[src/sv/rtks_pkg.sv]
// Package with the shared types and constants of the record table key search block.
package rtks_pkg;

    localparam int YEAR_W   = 12;
    localparam int VOLUME_W = 17;
    localparam int SPEED_W  = 10;
    localparam int KEY_W    = 17;

    typedef enum logic [1:0] {
        OP_APPEND = 2'd0,
        OP_CLEAR  = 2'd1,
        OP_SEARCH = 2'd2
    } t_op;

    typedef enum logic [1:0] {
        FLD_YEAR   = 2'd0,
        FLD_VOLUME = 2'd1,
        FLD_SPEED  = 2'd2,
        FLD_NONE   = 2'd3
    } t_fld;

    typedef struct packed {
        logic [YEAR_W-1:0]   year;
        logic [VOLUME_W-1:0] volume;
        logic [SPEED_W-1:0]  speed;
    } t_rec;

    typedef struct packed {
        logic eq;
        logic lt;
    } t_cmp;

    typedef struct packed {
        logic                found;
        logic                used_binary;
        logic                table_full;
        logic [YEAR_W-1:0]   out_year;
        logic [VOLUME_W-1:0] out_volume;
        logic [SPEED_W-1:0]  out_speed;
    } t_res;

endpackage

[src/sv/rtks_cmp.sv]
// Shared key compare unit: selects a record field and compares it with the key.
module rtks_cmp (
    input  rtks_pkg::t_rec                i_rec,
    input  rtks_pkg::t_fld                i_fld,
    input  logic [rtks_pkg::KEY_W-1:0]    i_key,
    output rtks_pkg::t_cmp                o_cmp
);

    logic [rtks_pkg::KEY_W-1:0] fld_val;
    logic                       fld_ok;

    always_comb begin
        fld_val = '0;
        fld_ok  = 1'b1;
        case (i_fld)
            rtks_pkg::FLD_YEAR:   fld_val = rtks_pkg::KEY_W'(i_rec.year);
            rtks_pkg::FLD_VOLUME: fld_val = i_rec.volume;
            rtks_pkg::FLD_SPEED:  fld_val = rtks_pkg::KEY_W'(i_rec.speed);
            default:              fld_ok  = 1'b0;
        endcase
    end

    // An invalid field never matches and never steers the search upward.
    assign o_cmp.eq = fld_ok && (fld_val == i_key);
    assign o_cmp.lt = fld_ok && (fld_val < i_key);

endmodule
[config.mk]
export PLATFORM = sky130hd
export DESIGN_NAME = rtks_cmp
export DESIGN_NICKNAME = d
export VERILOG_FILES = /design/src/sv/rtks_pkg.sv /design/src/sv/rtks_cmp.sv
export SDC_FILE = /design/constraint.sdc
export NUM_CORES = 1
export LEC_CHECK = 0
export BUFFER_PORTS_ARGS = -buffer_cell sky130_fd_sc_hd__buf_4
export CAP_MARGIN = 15
export CORE_MARGIN = 1
export CORE_UTILIZATION = 41
export DETAILED_ROUTE_END_ITERATION = 10
export GPL_TIMING_DRIVEN = 1
export PLACE_DENSITY = 0.82
export SYNTH_ARGS = -nofsm -noshare
export SYNTH_HDL_FRONTEND = slang
export SYNTH_SLANG_ARGS = --single-unit
[constraint.sdc]
create_clock -name vclk -period 2.44
set_clock_uncertainty 0.05 [all_clocks]
set_input_delay 0.122 -clock vclk [all_inputs]
set_output_delay 0.122 -clock vclk [all_outputs]
set_load 0.01 [all_outputs]
# After elaboration in Yosys (flattened, before gate mapping)
# Cells that the tools add are included.
[op_classes]
magnitude_cmp = 1
eq_ne = 3
mux = 2
reduce_logical = 4
[ops]
columns = ["cell", "n"]
rows = [
  ["case mux 17 bit (3 select lines)", 1],
  ["equality test 17 bit", 1],
  ["less-than comparator 17 bit", 1],
  ["OR reduction 3 bit", 1],
  ["equality test 2 x 1 -> 1 bit, second input constant", 1],
  ["equality test 2 bit, second input constant", 1],
  ["logical AND 1 bit", 2],
  ["zero test 2 bit", 1],
  ["two-way mux 1 bit", 1],
]
[word_totals]
ff_bits = 0
word_cells = 10

# Longest topological paths before layout
[depth]
depth_word = 4
ltp_mapped = 10

# Least setup slack after synthesis
# No wires, ideal clock.
[synth_path]
kind = "input port to output port"
startpoint = "in i_fld[0]"
endpoint = "out o_cmp[0] (netlist bit)"
arrival_ns = 1.972
t_required_ns = 2.268
path_slack_ns = 0.296
stages = 9
cell_sequence = "buf_2 > buf_2 > mux2i_1 > o21ai_0 > ha_1 > nand4_2 > or4_4 > o211ai_2 > a221oi_2"
[synth_rtl]
columns = ["item", "line_no", "text"]
rows = [
  ["start: declaration", "rtks_cmp.sv:4", "input rtks_pkg::t_fld i_fld,"],
  ["end: declaration", "rtks_cmp.sv:6", "output rtks_pkg::t_cmp o_cmp"],
]

==> metrics <==
Max Slew Vio Count 0; I/O Pins 60; Buf+Inv Stages, Crit Path 3; CP cell instances buf_4, buf_4, mux2i_1, o21ai_0, ha_1, nand4_1, or4_4, o211ai_2, a221oi_2, buf_4; Slew HR 0.746; via count 934; cell area after layout 1200 um^2; total power draw 187 uW; Worst Hold End o_cmp[1]; non-filler cells, final 181; most common cell after layout, fill and taps aside buf_4; run status complete, but fails checks; worst slew pin tran approximately 0.38 ns; NumNets Final 242; f_max 0.441 GHz; Post-Syn Area per Cell 6.81 um^2; Arrival @ worst endpoint 2.09 ns; drt pass-1 iters 9; max_cap viols 0; commonest non-fill, non-tap cells in the layout buf_4, inv_1, ha_1; warning count from the yosys run 0; post-synthesis sequential area ratio 0; critical path peak fanout 13; power per cell area 156 nW/um^2; I/O Buffers 60; GRT overflow 0; hold-fix buffers at CTS 0; Max VDD drop 0.0891 mV; Placed Area between 1000 and 1500 um^2; share of cells above drive strength 1 0.406; final setup violating endpoints 0; number of flip-flops and latches 0; DR DRC count 1; WL per Instance 11.9 um; register area 0 um^2; area share of the largest cell type after synthesis 0.292; first-pass GRT wire length between 3 and 4 mm; vias per cell 5.16; library cells used by synthesis 21; Routed WL ~2.2 mm; Min-Delay Path Class input port to output port; Post-CTS Repair Setup Buffers 0; Die H roughly 44 um; Ant. Diodes 0; final worst path period share 0.929; Initial DRC Count 15; Crit-path slowest cell or4_4; nature of the critical path endpoint output port; synthesized area 728 um^2; fin crit period 2.27 ns; Clock Buffer Count 0; post-synth top area cell ha_1; initial antenna violation count 0; post-synthesis cell count 107; Worst Setup Slack, final ~0.17 ns; Routability Congestion 0.814; pre-CTS setup slack 0.0172 ns; Crit path required time 2.27 ns; CP max stage delay 0.53 ns; syn_nets approximately 180; placed cells roughly 180; die width 44.1 um; Area growth, synth to finish 64.6%; Synth area leaders ha_1, mux2i_1, inv_1; largest net degree at the start of global routing 16; Die ar. 1950 um^2; core area 1580 um^2; Final ANT Viol Nets 0; Hold Path Depth 5; nature of the critical path startpoint input port; dpl hpwl 1.87 mm; total track usage 0.222; Lkg Pwr 0.734 nW; Initial Utilization 0.462; Critical Path Most Common Cell buf_4; vias in the first global route 900; Fin. Hold Viols 0; RSZ-0062 raised after global routing false; Hold Crit Start i_key[0]; failing checks design-rule violations; CP top delay family simple AND/OR/NAND/NOR gates; final setup TNS 0 ns; Setup CP Type input port to output port; row count 14
[repair_timing]
action | 4_1_cts | 5_1_grt
gates resized for setup | 0 | 1
hold endpoints to repair | 0 | 0
endpoints found under the setup margin | 0 | 2
[cell families (layout without fill, tap and decap cells)]
kind of cell    Yosys count  count (layout)  synth area share
mux                      12              12             0.165
buf+inv                  22              80             0.117
simple gates             33              33             0.234
fa+ha+maj                17              17             0.292
compound gates           23              23             0.192
[cell type report]
class | instances | area [um^2]
fillers | 137 | 378
multi-input cells | 85 | 646
well taps | 16 | 20.0
repair buffers | 62 | 465
inverters | 18 | 67.6
[through the flow]
step	utilization	hold slack, ns
4_1_cts	0.759	0.633
2_1_floorplan	-	0.328
3_3_place_gp	0.759	0.645
3_5_place_dp	0.759	0.631
5_1_grt	0.760	0.651
6_report	0.760	0.629
[tightest hold or removal path, stage by stage]
cell and delay, ns:
buf_4 0.08, ha_1 0.11, nand2_1 0.05, nor2_1 0.08, buf_4 0.12
[Yosys cell counts, types with 2 or more instances]
cell,instances
nand2_1,14
mux2i_1,12
ha_1,17
clkbuf_1,2
buf_2,2
nor2_1,4
inv_1,18
a21oi_1,7
o21ai_0,12
and2_1,5
nor2b_1,2
nand4_1,3
[routing by layer]
layer,GRT usage,vias to the layer above,wire length (um),share of wire
met5,0,-,0,0
met4,0.0303,0,15,0.0070
met3,0.00408,2,114,0.053
met2,0.441,31,1100,0.51
met1,0.266,413,922,0.43
li1,-,488,-,-
[how the worst max path moves through the flow]
stage	depth (start not counted)	slack (ns)	endpoint	from
finish	10	0.17	o_cmp[0]	i_fld[0]
floorplan	9	0.30	o_cmp[0]	i_fld[0]
global route	10	0.05	o_cmp[0]	i_fld[0]
detailed placement	10	0.02	o_cmp[0]	i_fld[0]
global placement	10	0.11	o_cmp[0]	i_fld[0]
CTS	10	0.01	o_cmp[0]	i_fld[0]
[power by group]
group          switching, mW  internal (mW)  total [mW]
sequential                 0              0           0
combinational         0.0770          0.110       0.187
clock                      0              0           0
Note: power is estimated with default switching activity, not from simulation.
