### config.mk
export PLATFORM = sky130hd
export DESIGN_NAME = rtks_ram
export DESIGN_NICKNAME = d
export VERILOG_FILES = /design/src/sv/rtks_ram.sv
export SDC_FILE = /design/constraint.sdc
export NUM_CORES = 1
export LEC_CHECK = 0
export ABC_AREA = 1
export BUFFER_PORTS_ARGS = -buffer_cell sky130_fd_sc_hd__buf_2
export CAP_MARGIN = 20
export CORE_MARGIN = 2
export CORE_UTILIZATION = 40
export CTS_BUF_LIST = sky130_fd_sc_hd__clkbuf_16
export DETAILED_ROUTE_END_ITERATION = 12
export GPL_TIMING_DRIVEN = 0
export PLACE_DENSITY = 0.56
export SLEW_MARGIN = 0
export SYNTH_ARGS = -nofsm -noshare
export SYNTH_HDL_FRONTEND = slang
export SYNTH_SLANG_ARGS = --single-unit
### constraint.sdc
create_clock -name i_clk -period 1.38 [get_ports i_clk]
set_input_delay 0.276 -clock i_clk [delete_from_list [all_inputs] [get_ports i_clk]]
set_output_delay 0.276 -clock i_clk [all_outputs]
set_load 0.02 [all_outputs]
### src/sv/rtks_ram.sv
// Generic single write port, single read port RAM with registered read data.
module rtks_ram #(
    parameter int WIDTH = 8,
    parameter int DEPTH = 16
) (
    input  logic                     i_clk,
    input  logic                     i_we,
    input  logic [$clog2(DEPTH)-1:0] i_waddr,
    input  logic [WIDTH-1:0]         i_wdata,
    input  logic [$clog2(DEPTH)-1:0] i_raddr,
    output logic [WIDTH-1:0]         o_rdata
);

    logic [WIDTH-1:0] r_mem [DEPTH];
    logic [WIDTH-1:0] r_rdata;

    always_ff @(posedge i_clk) begin
        if (i_we) begin
            r_mem[i_waddr] <= i_wdata;
        end
        r_rdata <= r_mem[i_raddr];
    end

    assign o_rdata = r_rdata;

endmodule

After elaboration in Yosys (flattened, before gate mapping)
Memories as Yosys holds them, arrays and structs flattened. A register that Yosys moved wholly into a read port is not among the register bits.
Cells that the tools add are included.
Word-level totals
  flip-flop bits (word level): 0
  logic and storage cells: 3
  memory bits (writable): 128
  bits of input ports: 18
  memories kept: 1
Memory list
  r_mem: words 16, width 8, rd ports 1, clocked after Yosys merged registers in 1, write ports 1, line 14  | logic [WIDTH-1:0] r_mem [DEPTH];
Cells by class
  muxes and demuxes: 2
Operators with widths (number)
  $mux W1: 2

Depth between registers and ports, before layout
Gate-level depths: netlist of the first run.
  word-level depth: 2
  mapped depth: 8

Worst setup path after synthesis of the first run
No wires, ideal clock.
  path type: input to register
  start point: input i_waddr[2]
  end point: memory r_mem[10][0], enable pin
  slack: 0.153 ns
  required time: 1.010 ns
  buffers on the path: 0
  arrival time: 0.857 ns
  stages: 2
  path through: nand3b_1 -> nor2_1
RTL lines
  start, declared: line 8  | input logic [$clog2(DEPTH)-1:0] i_waddr,
  end, declared: line 14
Straight into the memory's write port.

Worst setup path in the final report of the first run
  start point: input i_waddr[2]
  end point: memory r_mem[9][3], enable pin
Straight into the memory's write port.

==> summary.txt, run 1 <==
Outcome
  – Status: complete, no violations

Route
  – Final antenna-violating net count: 0
  – Post-Route WL: 14,100 um
  – DR WL/cell: 18.0 um
  – DRT iter0 DRCs: 355
  – Total number of vias: 3,911
  – Vias/cell: 4.98
  – DRT Pass-1 Iters: 5
  – Drt drc: 0

Floorplan
  – Die area: 15,400 um^2
  – Die W: 124 um
  – Initial Utilization: 41.2%
  – Cell Rows: 43
  – Core area: 14,000 um^2
  – Die height: 124 um
  – Io pins: 26

Finish
  – Layout area overhead: 16.3%
  – Post-Layout Inst Area: 6710 um^2
  – Finished Core Util: 48.0%
  – Final nets: 610
  – Layout cells sized above 1: 12.9%
  – # fillers: 1,277
  – Number of diodes: 0

Timing
  – Max Freq: 0.787 GHz
  – Crit path time final: 1270 ps
  – Clock Skews: 6.96 ps
  – Fin crit share: 92.1%
  – Rel. slew slack: 39.6%
  – Slew Viols, Final: 0
  – RSZ-0062 raised after global routing: no
  – Setup TNS: 0 ps
  – Slew @ Worst Pin: 902 ps
  – Final Hold Vio Count: 0
  – Final setup violation count: 0

Logic synthesis
  – Synth top area share: 66.7%
  – YS warnings: 0
  – Synth area leaders: edfxtp_1 67%, nand2_1 11%, nand3_1 8.4%
  – Post-Synthesis Cells: 551
  – Syn Nets: 569
  – Yosys reg bits: 136
  – Sequential area share after synthesis: 69.4%
  – Largest area contributor in the netlist: edfxtp_1
  – Post-synth cell types: 12
  – Synthesized cell area: 5770 um^2
  – Syn avg cell area: 10.5 um^2

Critical path
  – Max FO, Critical Path: 8
  – Critical path class: in2reg
  – Startpoint type of the worst setup path: input pin
  – Req. time, crit path: 1420 ps
  – Worst path arrival time: 1310 ps
  – CP endpoint kind: flop

GRT
  – M3 GR Usage: 4.76%
  – First-pass GRT wire length: 21,300 um
  – Global Route Usage Sum: 19.9%
  – Vias in the first global route: 3,658
  – M2 GR Usage: 29.5%
  – Pin count of the biggest net entering global routing: 17
  – Most Used Layer, Global Route: met2
  – Total global routing overflow: 0
  – Met1 usage: 27.6%
  – Initial antenna violation count: 0

Power
  – Maximum VDD drop: 0.872 mV
  – LEAKAGE: 2.92 nW
  – Power per Cell Area: 1470 nW/um^2

Clock tree
  – CTS tree: done
  – CTS sink count: 136
  – H-tree level count: 4
  – Clk Latency, worst-skew pair: 420 ps
  – Clock root cell: clkbuf_16
  – Clock-pin slew on the worst setup and hold paths: 60 ps
  – TritonCTS Buffers: 17
  – Hold buffers post-CTS: 0
  – CTS Buffer Depth: 2

Placement
  – Post-DP Area: 6100 um^2
  – I/O Buffers: 22
  – Hpwl dp: 9230 um
  – Routability cong.: 0.863

Hold path
  – Hold Crit Class: in2reg

Run
  – Max-cap viol count: 0
==> layout make-up <==
class / count / area [um^2] / share of cell area, %
flip-flops and latches: 136 / 4000 / 59.7
multi-input cells: 289 / 1230 / 18.3
clock buffers: 17 / 425 / 6.34
inverters: 102 / 383 / 5.71
well taps: 180 / 225 / 3.36
clock inverters: 15 / 168 / 2.50
plain buffers: 24 / 166 / 2.48
repair buffers: 22 / 110 / 1.64
==> routing by layer <==
metal	up-vias	wire length [um]	part of all wire, %
met3	23	979	6.9
met5	-	0	0
li1	1856	-	-
met2	161	6340	45
met4	0	375	2.7
met1	1871	6460	46
==> worst max-delay path: stages <==
cell      delay [ps]
buf_2            110
nand3b_1         220
nor2_1           700
==> placed cells by master, fill, tap and decap left out <==
cell	Yosys	final
nand2_1	173	173
edfxtp_1	128	128
inv_1	100	103
nand3_1	97	97
buf_2	13	35
clkbuf_16	0	17
nor2_1	17	12
dfxtp_1	8	8
buf_6	6	6
nor2_2	0	5
clkinv_2	0	5
buf_4	4	4
bufinv_16	0	4
clkinv_1	0	3
inv_2	2	2
nand3b_1	2	2
buf_1	1	1
==> stage by stage <==
| step | hold slack, ps | total power [mW] | instances | worst slack, ps |
|---|---|---|---|---|
| after CTS | 253 | 9.87 | 785 | 7.25 |
| after floorplan | 375 | 5.09 | 551 | 153 |
| final | 249 | 9.83 | 785 | 109 |
| after global routing | 262 | 10.1 | 785 | 33.2 |
| after detailed placement | 691 | 5.36 | 753 | -459 |
| after global placement | 682 | 5.35 | 753 | -385 |
==> cell usage after synthesis <==
master,n
buf_6,6
dfxtp_1,8
inv_1,100
buf_2,13
nand2_1,173
buf_1,1
nand3b_1,2
buf_4,4
inv_2,2
nor2_1,17
edfxtp_1,128
nand3_1,97
==> path summary, 6_finish.rpt <==
kind | endpoint | cells past startpoint | slack [ps] | startpoint
setup reg to reg | o_rdata[3] | 6 | 350 | r_mem[5][3]
hold / removal | r_mem[5][2] | 1 | 250 | i_wdata[2]
hold reg to reg | o_rdata[0] | 6 | 710 | r_mem[7][0]
setup / recovery | r_mem[9][3] | 3 | 110 | i_waddr[2]
==> flip-flops by register name (all words and copies together), names as in the netlist <==
register  flops
r_mem       128
o_rdata       8
==> logic make-up after synthesis <==
kind of cell	count (synthesis)	synth area share, %
and+or+nand+nor	289	21.0
DFF	136	69.4
buffers and inverters	126	9.52
==> where the power goes <==
part / switching, mW / internal, mW
sequential: 0.0222 / 4.62
clock: 1.59 / 2.96
combinational: 0.458 / 0.178
total: 2.07 / 7.76
==> repair_timing <==
action                                  in CTS  in global routing
buffers inserted                             0                  0
gates resized for setup                      1                  4
endpoints found under the setup margin       8                 19
No activity file was read; power rests on OpenSTA's default activity.
==> run 2: changes to the inputs <==
- PLACE_DENSITY: 0.56 -> unset
- PLACE_DENSITY_LB_ADDON: unset -> 0.05
==> run 2 against run 1 <==
  * The run now ends with negative setup slack left
  * Sequential power is essentially flat
  * Power is 1.8% lower
  * Core utilization down 0.19 points
  * Critical endpoint is now r_mem[4][0]
  * Die area unchanged
  * Clock power decreased by 4%
  * Cell count stayed put
  * Register-to-register slack got worse by 30 ps
==> summary.txt, run 2 (synthesis gave the netlist of run 1 again) <==
Outcome
  – Status: finished with violations
  – Failing checks: negative setup slack

Route
  – Post-Route WL: 15,000 um
  – DRT iter0 DRCs: 360
  – Drt drc: 0
  – Total number of vias: 3,764
  – Final antenna-violating net count: 0
  – Vias/cell: 4.79
  – DR WL/cell: 19.1 um
  – DRT Pass-1 Iters: 5

Critical path
  – CP Buf/Inv Count: 1
  – Register-to-Register Path Depth: 6
  – Worst path arrival time: 1430 ps
  – Critical path class: in2reg
  – Launch point of the worst reg-to-reg path: r_mem[0][6]
  – Max stage delay on crit path: 790 ps
  – CP endpoint kind: flop
  – Req. time, crit path: 1410 ps
  – Startpoint type of the worst setup path: input pin
  – Critical-path top delay cell: nor2_1
  – Setup slack, reg-to-reg: 320 ps
  – Max FO, Critical Path: 8
  – Critical path's top delay family: simple AND/OR/NAND/NOR gates
  – CP cell instances: buf_2, nand3b_1, nor2_1
  – Worst reg2reg endpoint: o_rdata[6]

Power
  – Power per Cell Area: 1440 nW/um^2
  – Comb power frac: 6.7%
  – Internal: 7.57 mW
  – Sw frac: 21.5%
  – Psw: 2.08 mW
  – Maximum VDD drop: 0.797 mV
  – Clock power frac: 45.2%
  – LEAKAGE: 2.90 nW
  – Share of power burned in registers: 48.1%

Clock tree
  – Clock-pin slew on the worst setup and hold paths: 60 ps
  – TritonCTS Buffers: 17
  – Clock root cell: clkbuf_16
  – CTS sink count: 136
  – H-tree level count: 4
  – CTS Buffer Depth: 2
  – Post-CTS Setup Inserts: 0
  – CTS tree: done
  – Clk Latency, worst-skew pair: 420 ps

Timing
  – Rel. slew slack: 29.2%
  – Fin crit share: 101%
  – Slew Viols, Final: 0
  – RSZ-0062 raised after global routing: yes
  – Slew @ Worst Pin: 1060 ps
  – Final Hold Vio Count: 0
  – Final setup violation count: 8
  – Clock Skews: 8.26 ps
  – Setup ws final: -15.5 ps
  – Max Freq: 0.717 GHz
  – Crit path time final: 1400 ps

GRT
  – Initial antenna violation count: 0
  – First-pass GRT wire length: 21,900 um
  – Pin count of the biggest net entering global routing: 17
  – Vias in the first global route: 3,493
  – Total global routing overflow: 0
  – Global Route Usage Sum: 21.0%

Finish
  – Finished Core Util: 47.8%
  – Most frequent cells in the layout: 173 x nand2_1, 128 x edfxtp_1, 103 x inv_1, 97 x nand3_1, 35 x buf_2
  – Finished Layout Cells: 785
  – Post-Layout Inst Area: 6680 um^2
  – Reg with most FFs: r_mem
  – Max FFs per register: 128
  – Layout area overhead: 15.9%
  – Number of diodes: 0
  – Final nets: 610
  – Layout cells sized above 1: 12.6%
  – Commonest non-fill, non-tap cell in the layout: nand2_1

Floorplan
  – Initial Utilization: 41.2%
  – Cell Rows: 43
  – Core area: 14,000 um^2
  – Die height: 124 um
  – Die area: 15,400 um^2
  – Die W: 124 um
  – Io pins: 26

Hold path
  – Worst Hold Endpoint: r_mem[4][4]
  – Min-delay src: i_wdata[4]
  – Hold Crit Class: in2reg
  – Hold Path Depth: 1

Run
  – Max-cap viol count: 0

Placement
  – Post-DP Area: 6100 um^2
  – I/O Buffers: 22
  – Hpwl dp: 9550 um
  – Placed Cells: 753
  – Routability cong.: 0.797
-- run 2: cell count changes in the layout (fill, tap and decap cells not counted), sizes merged --
cell	previous run	this run
bufinv	4	3
clkinvlp	0	1
-- run 2: area by class of cell --
cell class / instances / area (um^2)
tap: 180 / 225
clock inverter: 15 / 144
clock buffer: 17 / 425
sequential: 136 / 4000
timing repair buffer: 22 / 110
fill: 1310 / 7310
inverter: 102 / 383
multi-input combinational: 289 / 1220
buffer: 24 / 166
-- run 2: worst max path at each step --
stage | startpoint | to | slack (ps) | depth (start not counted)
2_1_floorplan | i_waddr[2] | r_mem[10][0] | 150 | 2
3_5_place_dp | i_waddr[3] | r_mem[6][2] | -450 | 3
5_1_grt | i_waddr[3] | r_mem[4][0] | -60 | 3
4_1_cts | i_waddr[3] | r_mem[4][0] | -5 | 3
3_3_place_gp | i_waddr[3] | r_mem[7][7] | -440 | 3
6_report | i_waddr[3] | r_mem[4][0] | -20 | 3
-- run 2: power groups by stage --
stage               logic [mW]  clock network, mW  registers (mW)
floorplan                0.326                  0            4.76
global placement         0.640                  0            4.72
detailed placement       0.643                  0            4.73
CTS                      0.645               4.45            4.64
global route             0.710               4.60            4.65
finish                   0.643               4.37            4.64
-- run 2: per-stage QoR --
stage,total power [mW],setup TNS (ps),worst slack (ps),hold slack [ps]
detailed placement,5.37,-43740,-450,660
floorplan,5.09,0,153,375
global route,9.96,-1660,-59.8,281
finish,9.65,-75.6,-15.5,273
CTS,9.73,-21.6,-5.26,263
global placement,5.36,-41970,-438,653
-- run 2: layer usage --
metal	track usage (%)	vias up	routed length [um]
li1	-	1854	-
met1	30.2	1776	7100
met2	31.0	115	6760
met3	4.58	19	875
met4	8.43	0	276
met5	0	-	0
-- run 2: repair_timing --
| item | in CTS | in global routing |
|---|---|---|
| hold buffers | 0 | 0 |
| cloned | 0 | 0 |
| gates resized for setup | 0 | 4 |
| setup endpoints to repair | 7 | 64 |
==> run 3: changes to the inputs <==
==> constraint.sdc (replaced) <==
create_clock -name i_clk -period 1.38 [get_ports i_clk]
set_input_delay 0.069 -clock i_clk [delete_from_list [all_inputs] [get_ports i_clk]]
set_output_delay 0.069 -clock i_clk [all_outputs]
set_load 0.02 [all_outputs]
==> run 3 against run 2 <==
  * The run now ends clean
  * Sequential power about the same
  * Hold slack got worse by 200 ps
  * Worst setup slack better by 150 ps
  * Power barely moved
  * Cell count stayed put
  * Non-clock buffer count stayed put
  * Clock skew up 1.3 ps
  * Die area unchanged
  * Routed wire length is essentially flat
  * Global-route usage unchanged
  * Clock power barely moved
  * Critical path type unchanged
  * Highest routed layer unchanged
==> summary.txt, run 3 (synthesis gave the netlist of run 1 again) <==
Outcome
  – Status: complete, no violations

Hold path
  – Hold Crit Class: in2reg
  – Worst Hold Endpoint: r_mem[4][4]
  – Hold Path Depth: 1
  – Min-delay src: i_wdata[4]

GRT
  – Global Route Usage Sum: 21.0%
  – Vias in the first global route: 3,493
  – First-pass GRT wire length: 21,900 um
  – Total global routing overflow: 0
  – Pin count of the biggest net entering global routing: 17
  – Initial antenna violation count: 0

Power
  – Internal: 7.57 mW
  – Comb power frac: 6.7%
  – Share of power burned in registers: 48.1%
  – Psw: 2.08 mW
  – Maximum VDD drop: 0.795 mV
  – Power per Cell Area: 1450 nW/um^2
  – Sw frac: 21.6%
  – LEAKAGE: 2.90 nW
  – Clock power frac: 45.3%
  – Final Power: 9.65 mW

Route
  – DRT Pass-1 Iters: 5
  – DR WL/cell: 19.1 um
  – Final antenna-violating net count: 0
  – Total number of vias: 3,800
  – Drt drc: 0
  – DRT iter0 DRCs: 374
  – Post-Route WL: 15,000 um
  – Vias/cell: 4.84

Run
  – Max-cap viol count: 0

Finish
  – Max FFs per register: 128
  – Multi-input gate area: 1210 um^2
  – Layout area overhead: 15.7%
  – Finished Layout Cells: 785
  – Register area: 4000 um^2
  – Layout cells sized above 1: 11.9%
  – Most frequent cells in the layout: 173 x nand2_1, 128 x edfxtp_1, 103 x inv_1, 97 x nand3_1, 35 x buf_2
  – Number of diodes: 0
  – Reg with most FFs: r_mem
  – Finished Core Util: 47.7%
  – Commonest non-fill, non-tap cell in the layout: nand2_1
  – # fillers: 1,308
  – Final nets: 610

Critical path
  – Register-to-Register Path Depth: 6
  – Startpoint type of the worst setup path: input pin
  – Worst reg2reg endpoint: o_rdata[6]
  – Launch point of the worst reg-to-reg path: r_mem[0][6]
  – Critical path's top delay family: simple AND/OR/NAND/NOR gates
  – Max stage delay on crit path: 870 ps
  – Worst path arrival time: 1280 ps
  – Req. time, crit path: 1410 ps
  – CP Buf/Inv Count: 1
  – Critical-path top delay cell: nor2_1
  – CP cell instances: buf_2, nand3b_1, nor2_1
  – Critical path class: in2reg
  – Levels on crit path: 3
  – Max FO, Critical Path: 8
  – CP endpoint kind: flop
  – Setup slack, reg-to-reg: 320 ps

Timing
  – Crit path time final: 1250 ps
  – Max Freq: 0.800 GHz
  – Final setup violation count: 0
  – Final Hold Vio Count: 0
  – Setup ws final: 130 ps
  – Clock Skews: 9.51 ps
  – Slew Viols, Final: 0
  – RSZ-0062 raised after global routing: no
  – Fin crit share: 90.6%
  – Slew @ Worst Pin: 1120 ps
  – Hold Slack: 71.3 ps
  – Rel. slew slack: 24.7%

Floorplan
  – Cell Rows: 43
  – Die area: 15,400 um^2
  – Die W: 124 um
  – Initial Utilization: 41.2%
  – Core area: 14,000 um^2
  – Io pins: 26
  – Die height: 124 um

Placement
  – Placed Cells: 753
  – I/O Buffers: 22
  – Setup slack after placement: -243 ps
  – Routability cong.: 0.797
  – Hpwl dp: 9550 um

Clock tree
  – CTS Buffer Depth: 2
  – H-tree level count: 4
  – Clock root cell: clkbuf_16
  – CTS sink count: 136
  – Gates resized, CTS repair: 0
  – Clock-pin slew on the worst setup and hold paths: 60 ps
  – Post-CTS Setup Inserts: 0
  – CTS tree: done
  – TritonCTS Buffers: 17
  – Hold buffers post-CTS: 0
  – Clk Latency, worst-skew pair: 420 ps
## run 3: cell counts in the layout (fill, tap and decap cells not counted)
Identical to the previous run, type by type.
## run 3: worst register-to-register path, stage by stage (launching register included)
cell,delay (ps)
edfxtp_1,370
inv_1,60
nand2_1,50
nand3_1,80
nand3_1,180
nand3_1,150
nand2_1,70
## run 3: per-stage QoR
| stage | TNS (ps) | instance area, um^2 |
|---|---|---|
| 5_1_grt | 0 | 6670 |
| 3_5_place_dp | -16680 | 6100 |
| 3_3_place_gp | -15560 | 6100 |
| 6_report | 0 | 6670 |
| 4_1_cts | 0 | 6670 |
| 2_1_floorplan | 0 | 5770 |
## run 3: area by class of cell
type,count,share of cell area [%]
clock buffer,17,6.38
timing repair buffer,22,1.65
sequential,136,60.0
inverter,102,5.74
clock inverter,15,2.16
multi-input combinational,289,18.2
tap,180,3.38
buffer,24,2.49
## run 3: worst max-delay path by stage
| stage | startpoint | endpoint | slack (ps) |
|---|---|---|---|
| floorplan | i_waddr[2] | r_mem[10][0] | 360 |
| global placement | i_waddr[3] | r_mem[7][7] | -230 |
| detailed placement | i_waddr[3] | r_mem[6][2] | -240 |
| CTS | i_waddr[3] | r_mem[4][0] | 200 |
| global route | i_waddr[3] | r_mem[7][1] | 110 |
| finish | i_waddr[3] | r_mem[7][1] | 130 |
## run 3: power by group through the flow
| stage | registers [mW] | logic [mW] | clock network (mW) |
|---|---|---|---|
| after floorplan | 4.76 | 0.326 | 0 |
| after global placement | 4.72 | 0.640 | 0 |
| after detailed placement | 4.73 | 0.643 | 0 |
| after CTS | 4.64 | 0.645 | 4.45 |
| after global routing | 4.65 | 0.708 | 4.60 |
| final | 4.64 | 0.643 | 4.37 |
## run 3: per-layer routing
metal	GRT usage [%]	share of wire (%)
met5	0	0
met4	8.43	2.0
met3	4.58	5.5
met2	31.0	45
met1	30.2	48
